`config.mk`:
```
export PLATFORM = sky130hd
export DESIGN_NAME = i2c_master_byte_engine
export DESIGN_NICKNAME = d
export VERILOG_FILES = /design/src/hw/rtl/i2cm_pkg.sv /design/src/hw/rtl/i2c_master_byte_engine.sv
export SDC_FILE = /design/constraint.sdc
export NUM_CORES = 1
export LEC_CHECK = 0
export ABC_AREA = 1
export BUFFER_PORTS_ARGS = -buffer_cell sky130_fd_sc_hd__buf_2
export CORE_MARGIN = 3
export CORE_UTILIZATION = 45
export DETAILED_ROUTE_END_ITERATION = 16
export GPL_TIMING_DRIVEN = 1
export HOLD_SLACK_MARGIN = 0.02
export PLACE_DENSITY_LB_ADDON = 0.15
export SYNTH_ARGS = -nofsm -noshare
export SYNTH_HDL_FRONTEND = slang
export SYNTH_SLANG_ARGS = --single-unit
```
`constraint.sdc`:
```
create_clock -name clk -period 3.75 [get_ports clk]
set_input_delay 0.1875 -clock clk [delete_from_list [all_inputs] [get_ports clk]]
set_output_delay 0.1875 -clock clk [all_outputs]
set_load 0.05 [all_outputs]
```
`src/hw/rtl/i2cm_pkg.sv`:
```
// shared types and constants for the i2c master byte engine
package i2cm_pkg;

  localparam int DIV_WIDTH = 16;
  localparam int PH_W      = 5;

  // command codes carried in the kind field
  localparam logic [2:0] KIND_TICK  = 3'd0;
  localparam logic [2:0] KIND_START = 3'd1;
  localparam logic [2:0] KIND_STOP  = 3'd2;
  localparam logic [2:0] KIND_WRITE = 3'd3;
  localparam logic [2:0] KIND_READ  = 3'd4;

  // phases per command
  localparam logic [PH_W-1:0] START_PHASES = PH_W'(3);
  localparam logic [PH_W-1:0] STOP_PHASES  = PH_W'(1);
  localparam logic [PH_W-1:0] WRITE_PHASES = PH_W'(27);
  localparam logic [PH_W-1:0] READ_PHASES  = PH_W'(20);

  // write sequence landmarks
  localparam logic [PH_W-1:0] WR_ACK_LOW    = PH_W'(24);
  localparam logic [PH_W-1:0] WR_ACK_HIGH   = PH_W'(25);
  localparam logic [PH_W-1:0] WR_ACK_END    = PH_W'(26);
  // read sequence landmarks
  localparam logic [PH_W-1:0] RD_ACK_LOW    = PH_W'(16);
  localparam logic [PH_W-1:0] RD_ACK_DRIVE  = PH_W'(17);
  localparam logic [PH_W-1:0] RD_ACK_HIGH   = PH_W'(18);

  localparam logic [DIV_WIDTH-1:0] QUANTUM_RESET = DIV_WIDTH'(250);

  typedef enum logic [4:0] {
    CMD_IDLE  = 5'b00001,
    CMD_START = 5'b00010,
    CMD_STOP  = 5'b00100,
    CMD_WRITE = 5'b01000,
    CMD_READ  = 5'b10000
  } cmd_t;

  typedef struct packed {
    logic [2:0] kind;
    logic [7:0] tx_byte;
    logic       ack_to_send;
    logic       sda_in;
  } in_item_t;

  typedef struct packed {
    logic       scl_out;
    logic       sda_out;
    logic       busy_res;
    logic       done_res;
    logic [7:0] rx_byte;
    logic       ack_received;
    logic       cmd_rejected;
  } out_item_t;

endpackage

```
`src/hw/rtl/i2c_master_byte_engine.sv`:
```
// i2c master byte engine: bus sequencer with one tick per beat and a skid output
//
// Each input beat is one tick of the bus sequencer and produces exactly one
// result beat. A beat with a command kind (start, stop, write byte, read byte)
// starts that command when the engine is idle; while a command runs, further
// commands are dropped and flagged by cmd_rejected. A command is a fixed list
// of phases, each lasting quantum_ticks input beats (0 acts as 1); start has
// 3 phases, stop 1, write 27 and read 20. scl_out and sda_out give the
// open-drain line levels (1 = released), done_res pulses on the beat in which
// a command finishes. Throughput is one beat per clock: the sequencer state is
// updated in the accepting cycle by a short compare/increment path, and the
// result lands in an output register backed by a one-entry skid register, so
// in_stall rises only when both are full. quantum_ticks is written through the cfg port, which is
// always ready, and must only be written while no command is running.
module i2c_master_byte_engine
  import i2cm_pkg::*;
(
  input  logic                 clk,
  input  logic                 rst_n,
  input  logic                 in_valid,
  output logic                 in_stall,
  input  in_item_t             in_data,
  output logic                 out_valid,
  input  logic                 out_stall,
  output out_item_t            out_data,
  input  logic                 cfg_valid,
  output logic                 cfg_ready,
  input  logic [DIV_WIDTH-1:0] cfg_data
);

  // configuration
  logic [DIV_WIDTH-1:0] quantum_r;

  // sequencer state
  cmd_t                 cmd_r, cmd_nxt;
  logic [PH_W-1:0]      ph_r, ph_nxt;
  logic [1:0]           sub_r, sub_nxt;     // position within a write bit
  logic [DIV_WIDTH-1:0] cnt_r, cnt_nxt;
  logic [7:0]           shift_r, shift_nxt;
  logic                 reply_r, reply_nxt;
  logic                 scl_r, scl_nxt;
  logic                 sda_r, sda_nxt;
  logic                 sack_r, sack_nxt;
  logic [7:0]           last_rd_r, last_rd_nxt;

  // output register and skid
  out_item_t            main_r, skid_r;
  logic                 main_vld_r, skid_vld_r;

  out_item_t            res;
  logic                 in_fire, out_fire;
  logic                 is_cmd, done, rejected;
  cmd_t                 kind_cmd;
  logic [DIV_WIDTH-1:0] q_eff;
  logic [DIV_WIDTH:0]   cnt_inc;
  logic                 ph_end;
  logic [PH_W-1:0]      ph_inc, ph_total;
  logic [1:0]           sub_inc;

  assign cfg_ready = 1'b1;
  assign in_stall  = skid_vld_r;
  assign in_fire   = in_valid & ~skid_vld_r;
  assign out_fire  = main_vld_r & ~out_stall;
  assign out_valid = main_vld_r;
  assign out_data  = main_r;

  // decode the command kind, unknown kinds behave as plain ticks
  always_comb begin
    unique case (in_data.kind)
      KIND_START: kind_cmd = CMD_START;
      KIND_STOP:  kind_cmd = CMD_STOP;
      KIND_WRITE: kind_cmd = CMD_WRITE;
      KIND_READ:  kind_cmd = CMD_READ;
      default:    kind_cmd = CMD_IDLE;
    endcase
  end
  assign is_cmd = (kind_cmd != CMD_IDLE);

  // phase timing: a zero quantum counts as one
  assign q_eff   = (quantum_r == '0) ? DIV_WIDTH'(1) : quantum_r;
  assign cnt_inc = {1'b0, cnt_r} + (DIV_WIDTH+1)'(1);
  assign ph_end  = (cnt_inc >= {1'b0, q_eff});
  assign ph_inc  = ph_r + PH_W'(1);
  assign sub_inc = (sub_r == 2'd2) ? 2'd0 : sub_r + 2'd1;

  always_comb begin
    unique case (cmd_r)
      CMD_START: ph_total = START_PHASES;
      CMD_STOP:  ph_total = STOP_PHASES;
      CMD_WRITE: ph_total = WRITE_PHASES;
      CMD_READ:  ph_total = READ_PHASES;
      default:   ph_total = '0;
    endcase
  end

  // sequencer next state
  always_comb begin
    cmd_nxt     = cmd_r;
    ph_nxt      = ph_r;
    sub_nxt     = sub_r;
    cnt_nxt     = cnt_r;
    shift_nxt   = shift_r;
    reply_nxt   = reply_r;
    scl_nxt     = scl_r;
    sda_nxt     = sda_r;
    sack_nxt    = sack_r;
    last_rd_nxt = last_rd_r;
    done        = 1'b0;
    rejected    = 1'b0;

    if (cmd_r != CMD_IDLE) begin
      rejected = is_cmd;
      if (ph_end) begin
        cnt_nxt = '0;
        // sampling at the end of the phase that is closing
        if (cmd_r == CMD_WRITE && ph_r == WR_ACK_HIGH) begin
          sack_nxt = in_data.sda_in;
        end else if (cmd_r == CMD_READ && ph_r < RD_ACK_LOW && ph_r[0]) begin
          shift_nxt = {shift_r[6:0], in_data.sda_in};
        end
        if (ph_inc >= ph_total) begin
          if (cmd_r == CMD_STOP) sda_nxt = 1'b1;
          if (cmd_r == CMD_READ) last_rd_nxt = shift_nxt;
          cmd_nxt = CMD_IDLE;
          ph_nxt  = '0;
          done    = 1'b1;
        end else begin
          ph_nxt  = ph_inc;
          sub_nxt = sub_inc;
          // pin actions on entering the next phase
          unique case (cmd_r)
            CMD_START: begin
              if (ph_inc == PH_W'(1)) sda_nxt = 1'b0;
              else scl_nxt = 1'b0;
            end
            CMD_WRITE: begin
              if (ph_inc < WR_ACK_LOW) begin
                case (sub_inc)
                  2'd0: scl_nxt = 1'b0;
                  2'd1: begin
                    sda_nxt   = shift_r[7];
                    shift_nxt = {shift_r[6:0], 1'b0};
                  end
                  default: scl_nxt = 1'b1;
                endcase
              end else if (ph_inc == WR_ACK_LOW) begin
                scl_nxt = 1'b0;
                sda_nxt = 1'b1;
              end else if (ph_inc == WR_ACK_HIGH) begin
                scl_nxt = 1'b1;
              end else begin
                scl_nxt = 1'b0;
              end
            end
            CMD_READ: begin
              if (ph_inc < RD_ACK_LOW) begin
                scl_nxt = ph_inc[0];
              end else if (ph_inc == RD_ACK_LOW) begin
                scl_nxt = 1'b0;
              end else if (ph_inc == RD_ACK_DRIVE) begin
                sda_nxt = reply_r;
              end else if (ph_inc == RD_ACK_HIGH) begin
                scl_nxt = 1'b1;
              end else begin
                scl_nxt = 1'b0;
                sda_nxt = 1'b1;
              end
            end
            default: begin
              sda_nxt = 1'b0;
              scl_nxt = 1'b1;
            end
          endcase
        end
      end else begin
        cnt_nxt = cnt_inc[DIV_WIDTH-1:0];
      end
    end else if (is_cmd) begin
      cmd_nxt = kind_cmd;
      ph_nxt  = '0;
      sub_nxt = 2'd0;
      cnt_nxt = '0;
      // phase 0 pin actions
      unique case (kind_cmd)
        CMD_START: begin
          sda_nxt = 1'b1;
          scl_nxt = 1'b1;
        end
        CMD_STOP: begin
          sda_nxt = 1'b0;
          scl_nxt = 1'b1;
        end
        CMD_WRITE: begin
          shift_nxt = in_data.tx_byte;
          scl_nxt   = 1'b0;
        end
        CMD_READ: begin
          shift_nxt = 8'd0;
          reply_nxt = in_data.ack_to_send;
          scl_nxt   = 1'b0;
        end
        default: begin
          scl_nxt = scl_r;
        end
      endcase
    end
  end

  // result of this beat
  always_comb begin
    res.scl_out      = scl_nxt;
    res.sda_out      = sda_nxt;
    res.busy_res     = (cmd_nxt != CMD_IDLE);
    res.done_res     = done;
    res.rx_byte      = last_rd_nxt;
    res.ack_received = sack_nxt;
    res.cmd_rejected = rejected;
  end

  // configuration register
  always_ff @(posedge clk) begin
    if (!rst_n) begin
      quantum_r <= QUANTUM_RESET;
    end else if (cfg_valid && cfg_ready) begin
      quantum_r <= cfg_data;
    end
  end

  // sequencer registers, advanced once per accepted beat
  always_ff @(posedge clk) begin
    if (!rst_n) begin
      cmd_r     <= CMD_IDLE;
      ph_r      <= '0;
      sub_r     <= 2'd0;
      cnt_r     <= '0;
      shift_r   <= 8'd0;
      reply_r   <= 1'b0;
      scl_r     <= 1'b1;
      sda_r     <= 1'b1;
      sack_r    <= 1'b0;
      last_rd_r <= 8'd0;
    end else if (in_fire) begin
      cmd_r     <= cmd_nxt;
      ph_r      <= ph_nxt;
      sub_r     <= sub_nxt;
      cnt_r     <= cnt_nxt;
      shift_r   <= shift_nxt;
      reply_r   <= reply_nxt;
      scl_r     <= scl_nxt;
      sda_r     <= sda_nxt;
      sack_r    <= sack_nxt;
      last_rd_r <= last_rd_nxt;
    end
  end

  // output control: main register plus one skid entry
  always_ff @(posedge clk) begin
    if (!rst_n) begin
      main_vld_r <= 1'b0;
      skid_vld_r <= 1'b0;
    end else if (out_fire || !main_vld_r) begin
      if (skid_vld_r) begin
        skid_vld_r <= 1'b0;
        main_vld_r <= 1'b1;
      end else begin
        main_vld_r <= in_fire;
      end
    end else if (in_fire) begin
      skid_vld_r <= 1'b1;
    end
  end

  // output payload
  always_ff @(posedge clk) begin
    if (out_fire || !main_vld_r) begin
      if (skid_vld_r) begin
        main_r <= skid_r;
      end else if (in_fire) begin
        main_r <= res;
      end
    end else if (in_fire) begin
      skid_r <= res;
    end
  end

endmodule

```
==> flow_summary_export.csv, run 1 <==
group,metric,value,unit
status,status,"finished clean",
worst_setup_path,crit_path_end_kind,"flip-flop",
sta,worst_slew_pin_slew,946,ps
final_layout,area_growth,12.6,%
worst_setup_path,crit_slowest_cell,"dfxtp_1",
pwr,power_leakage,2.96,nW
die,die_y,117,µm
synth,syn_area,0.00551,mm²
worst_setup_path,arrival,3500,ps
sta,setup_viol,0,
clock_tree,htree_levels,3,
sta,finalCritPeriodShare,90.7,%
grt,antenna_found_initial,0,
hold_path,holdCritStartpoint,"cfg_data[1]",
synth,synth_seq_cells,94,
final_layout,fillers,1164,
drt,wl,12.7,mm
grt,grt.total_usage,20.0,%
drt,drtIter0Drc,288,
synth,synthArstFlopShare,0,%
clock_tree,clockRootBuffer,"clkbuf_16",
hold_path,hold_depth,3,
clock_tree,insertion_delay,350,ps
grt,grt_first_pass_wirelength,21.3,mm
grt,grt_max_degree,30,
die,die_x,117,µm
final_layout,layout-drive-gt1-share,19.4,%
worst_setup_path,reg2reg_slack,350,ps
clock_tree,clockBufferDepth,2,
die,ios,51,
worst_setup_path,worstPathMaxFanout,5,
drt,vias_per_cell,5.13,
drt,drt.antenna.violating_nets,0,
grt,gr-total-overflow,0,
worst_setup_path,worstSetupStartpoint,"cnt_r[2]",
clock_tree,path_clk_slew,70,ps
sta,timing.fmax,294,MHz
pwr,vdd_drop_max,278,µV
sta,hold_viol_final,0,
drt,drt-pass1-iter-count,5,
clock_tree,post_cts_buffers,0,
worst_setup_path,rr_endpoint,"out_data[13]",
clock_tree,cts_num_sinks,94,
worst_setup_path,reg2regPathDepth,25,
worst_setup_path,cp.required,3850,ps
sta,finalClockSkew,7.81,ps
drt,avgRoutedWirePerCell,13.9,µm
synth,yosys_warnings,0,
sta,relSlewSlack,36.9,%
sta,timing.hold.ws,52.7,ps
synth,syn-num-nets,785,
clock_tree,cts-buffers-inserted,9,
final_layout,nNetsFinal,829,
placement,dp_hpwl,9.48,mm
hold_path,hp-class,"primary input to flip-flop",
worst_setup_path,cpMostUsedCell,"nand2_1",
synth,synthFlopType,"dfxtp_1",
worst_setup_path,cp.buffers_inverters,4,
sta,finalMaxSlewViolations,0,
synth,syn_avg_cell_area,7.60,µm²
die,core-area,0.0117,mm²
synth,synth-edff-count,28,
grt,grt_pass1_vias,4412,
worst_setup_path,startpoint_type,"flip-flop",
pwr,powerDensity,470,mW/mm²
die,die_area,0.0136,mm²
worst_setup_path,max_stage_delay,360,ps
job,drv_cap,0,
pwr,power,2.91,mW
sta,finalSetupTns,0,ps
synth,synth.distinct_cells,56,
die,start_util,47.0,%
sta,timing.final.ws_setup,351,ps
placement,place.gp.congestion,0.894,
placement,place_ws,239,ps
final_layout,layout_common_cells,"nand2_1 (151), nor2_1 (89), inv_1 (82)",
die,num_rows,39,
drt,route.vias.total,4708,
synth,syn_inst,725,
hold_path,whs_endpoint,"quantum_r[1]",
drt,drc,0,
placement,port_buffers,49,
sta,finalCriticalPeriod,3400,ps
final_layout,diodes,0,
worst_setup_path,critPathTopFamily,"simple AND/OR/NAND/NOR gates",
synth,synth-seq-area-share,39.3,%
worst_setup_path,critPathKind,"flip-flop to flip-flop",
clock_tree,cts_tree,"yes",
final_layout,layout_commonest_cell,"nand2_1",
worst_setup_path,timing.rr.start,"cnt_r[2]",
## worst min-delay path, cell delays in order
cell and delay [ps]:
buf_2 80, a21oi_1 50, o21ai_0 60
## area by class of cell
type	instances	area, µm²	area share, %
tap	143	179	2.89
clock inverter	7	81.3	1.31
clock buffer	9	225	3.63
inverter	98	374	6.03
timing repair buffer	55	290	4.68
sequential	94	2160	34.9
multi-input combinational	511	2890	46.6
## metal layers
layer | track usage (%) | up-vias | part of all wire, %
met1 | 29.4 | 2115 | 52
met3 | 3.63 | 13 | 4.6
met4 | 6.96 | 0 | 1.3
met2 | 29.6 | 118 | 42
met5 | 0 | - | 0
li1 | - | 2462 | -
## cells in the mapped netlist (2+ instances only)
library cell | instances | area [µm²]
nand3_1 | 23 | 115
inv_2 | 14 | 52.6
edfxtp_1 | 28 | 841
a22oi_1 | 2 | 15.0
nor4_1 | 4 | 25.0
a31oi_1 | 3 | 18.8
ha_1 | 26 | 325
o21ai_4 | 2 | 32.5
o211ai_1 | 2 | 15.0
buf_6 | 3 | 33.8
a21oi_1 | 37 | 185
a211oi_1 | 7 | 52.6
inv_1 | 82 | 308
a21oi_2 | 2 | 17.5
xor2_1 | 12 | 105
buf_2 | 4 | 20.0
nor3_1 | 11 | 55.1
or2_2 | 3 | 18.8
nand4_1 | 6 | 37.5
nor2_2 | 6 | 37.5
nor2_1 | 94 | 353
a211oi_2 | 6 | 75.1
nand2_1 | 152 | 571
nand2_2 | 10 | 62.6
clkbuf_1 | 9 | 33.8
nand3_2 | 4 | 40.0
o21ai_0 | 28 | 140
buf_1 | 4 | 15.0
o21ai_1 | 32 | 160
o21ai_2 | 8 | 70.1
nand2_4 | 4 | 45.0
mux2i_1 | 4 | 40.0
o22ai_1 | 2 | 12.5
and2_1 | 2 | 12.5
xnor2_1 | 3 | 26.3
dfxtp_1 | 66 | 1320
## flip-flops by register name, summed over array words and instances, names as in the netlist, 5 cells and up
signal,count
cnt_r,16
quantum_r,16
out_data,14
skid_r,14
last_rd_r,8
shift_r,8
cmd_r,5
ph_r,5
## worst max path at each step
stage                               to  slack [ps]  depth (start not counted)
after floorplan            out_data[4]         630                         28
after global placement    out_data[12]         310                         24
after detailed placement  out_data[12]         240                         24
after CTS                 out_data[12]         220                         24
after global routing      out_data[11]          -4                         27
final                     out_data[13]         350                         25
## per-stage QoR
step | area, µm² | util, % | instances
after global placement | 5850 | 49.9 | 901
after CTS | 6150 | 52.5 | 917
after detailed placement | 5850 | 49.9 | 901
after floorplan | 5510 | - | 725
after global routing | 6200 | 52.9 | 917
final | 6200 | 52.9 | 917
## repair_timing
action,CTS,global route
resized for setup,0,12
setup endpoints to repair,0,66
hold buffers,0,0
## kinds of logic (layout without fill, tap and decap cells)
logic type,Yosys count,count (layout),share of synthesized area [%]
buffers and inverters,120,169,9.16
and+or+nand+nor,327,327,26.7
AOI/OAI and AO/OA,137,137,15.5
adders and majority gates,26,26,5.91
muxes,5,5,0.977
other,1,1,0.0681
DFF,94,94,39.3
xor gates and xnor gates,15,15,2.39
## power by group
group	switching, mW	total (mW)	leakage, nW	internal, mW
Sequential	0.0697	1.22	0.814	1.15
Clock	0.443	0.921	0.150	0.478
Combinational	0.526	0.772	2.00	0.246
Power figures use the tool's default switching activity.
==> inputs of run 2 (changes only) <==
--- a/config.mk
+++ b/config.mk
@@ -7,8 +7,10 @@
 export LEC_CHECK = 0
 export ABC_AREA = 1
 export BUFFER_PORTS_ARGS = -buffer_cell sky130_fd_sc_hd__buf_2
+export CELL_PAD_IN_SITES_DETAIL_PLACEMENT = 1
+export CELL_PAD_IN_SITES_GLOBAL_PLACEMENT = 2
 export CORE_MARGIN = 3
-export CORE_UTILIZATION = 45
+export CORE_UTILIZATION = 35
 export DETAILED_ROUTE_END_ITERATION = 16
 export GPL_TIMING_DRIVEN = 1
 export HOLD_SLACK_MARGIN = 0.02
==> run 2 against run 1 <==
  * First-iteration DRC count fell by 45%
  * Routed wire length rose by 22%
  * Die area grew 27%
  * Via count increased by 3.1%
  * Clock-buffer cell count unchanged
  * Utilization decreased by 12 points
  * Non-clock buffer count grew 5
  * Design area grew 2.3%
  * Register-to-register slack barely moved
  * Flip-flop and latch count unchanged
  * Final cell count up 8.0%
  * Setup slack worse by 15 ps
  * Largest power group unchanged
  * Highest routed layer unchanged
==> flow_summary_export.csv, run 2 (synthesis results as in run 1) <==
group,metric,value,unit
final_layout,diodes,0,
final_layout,reg.largest.list,"cnt_r: 16 flops, quantum_r: 16 flops",
die,num_rows,45,
placement,port_buffers,49,
worst_setup_path,cp.required,3860,ps
worst_setup_path,critPathKind,"flip-flop to flip-flop",
worst_setup_path,max_stage_delay,380,ps
die,core-area,0.0153,mm²
worst_setup_path,rr_endpoint,"out_data[11]",
sta,setup_viol,0,
job,drv_cap,0,
clock_tree,path_clk_slew,70,ps
status,status,"finished clean",
hold_path,hold_depth,3,
worst_setup_path,startpoint_type,"flip-flop",
final_layout,stdcell_count,990,
final_layout,area_growth,15.1,%
die,ios,51,
die,die_area,0.0173,mm²
grt,antenna_found_initial,0,
worst_setup_path,timing.rr.start,"cnt_r[0]",
worst_setup_path,crit_path_end_kind,"flip-flop",
final_layout,layout-drive-gt1-share,21.1,%
pwr,powerDensity,466,mW/mm²
hold_path,whs_endpoint,"quantum_r[6]",
grt,grt_pass1_vias,4936,
grt,grt.total_usage,18.0,%
clock_tree,clockBufferDepth,2,
worst_setup_path,crit_slowest_cell,"dfxtp_4",
final_layout,nNetsFinal,834,
drt,drc,0,
sta,relSlewSlack,34.8,%
worst_setup_path,arrival,3520,ps
worst_setup_path,reg2reg_slack,340,ps
die,start_util,36.0,%
sta,worst_slew_pin_slew,977,ps
drt,wl,15.5,mm
drt,avgRoutedWirePerCell,15.7,µm
pwr,power_leakage,2.97,nW
clock_tree,clockRootBuffer,"clkbuf_16",
placement,place.gp.congestion,0.811,
clock_tree,insertion_delay,350,ps
sta,finalCriticalPeriod,3410,ps
drt,drt-pass1-iter-count,4,
worst_setup_path,cpMostUsedCell,"nand2_1",
grt,gr-total-overflow,0,
clock_tree,htree_levels,3,
drt,drt.antenna.violating_nets,0,
worst_setup_path,worstPathMaxFanout,7,
sta,finalClockSkew,7.59,ps
sta,timing.final.ws_setup,336,ps
sta,finalMaxSlewViolations,0,
hold_path,hp-class,"primary input to flip-flop",
placement,placedCellCount,970,
die,die_x,131,µm
pwr,vdd_drop_max,219,µV
final_layout,layout_commonest_cell,"nand2_1",
sta,hold_viol_final,0,
clock_tree,cts_tree,"yes",
sta,timing.fmax,293,MHz
final_layout,layout_common_cells,"nand2_1 (147), nor2_1 (87), inv_1 (82)",
clock_tree,cts_num_sinks,94,
placement,dp_hpwl,11.8,mm
die,die_y,131,µm
sta,finalCritPeriodShare,91.0,%
clock_tree,cts-buffers-inserted,9,
worst_setup_path,reg2regPathDepth,27,
drt,route.vias.total,4853,
hold_path,holdCritStartpoint,"cfg_data[6]",
grt,grt_first_pass_wirelength,25.3,mm
grt,grt_max_degree,30,
sta,finalSetupTns,0,ps
placement,place_ws,67.8,ps
drt,vias_per_cell,4.90,
drt,drtIter0Drc,159,
==> run 2: area by class of cell <==
cell class,count,area (µm²)
repair buffers,60,328
flip-flops and latches,94,2170
multi-input cells,511,2920
clock buffers,9,225
clock inverters,7,63.8
inverters,98,374
fillers,1941,8970
well taps,211,264
==> run 2: report_power, final <==
group          leakage [nW]  switching (mW)  internal, mW
clock                 0.140           0.454         0.465
sequential            0.815          0.0811          1.15
combinational          2.02           0.551         0.253
==> run 2: per-layer routing <==
metal  share of wire, %  track usage, %
met3                3.1            1.91
met2                 47            30.1
met4                1.3            5.25
met5                  0               0
met1                 49            24.6
==> run 2: worst max-delay path: cells and delay by family, from the launching register on <==
kind          cells  cell delay, ps
fa+ha+maj         2             430
buf+inv           3             180
flops             1             380
simple gates     22            2160
==> run 2: how the worst max path moves through the flow <==
stage	slack, ps	end	startpoint
after global routing	-40	out_data[11]	cnt_r[0]
after CTS	50	out_data[11]	cnt_r[0]
after global placement	250	out_data[11]	cnt_r[0]
after floorplan	630	out_data[4]	cnt_r[0]
final	340	out_data[11]	cnt_r[0]
after detailed placement	70	out_data[11]	cnt_r[0]
==> run 2: timing repair <==
| item | CTS | global route |
|---|---|---|
| buffers inserted | 0 | 4 |
| gates resized for setup | 0 | 23 |
| hold buffers | 0 | 0 |
| setup endpoints to repair | 0 | 70 |
==> run 2: metrics by stage <==
step / total power [mW] / cell area [µm²] / hold slack [ps] / util [%]
6_report: 2.95 / 6340 / 53.8 / 41.4
5_1_grt: 3.14 / 6340 / 59.3 / 41.4
4_1_cts: 2.97 / 6230 / 46.3 / 40.7
3_3_place_gp: 2.00 / 5940 / 405 / 38.8
3_5_place_dp: 2.04 / 5940 / 411 / 38.8
2_1_floorplan: 1.81 / 5510 / 310 / -
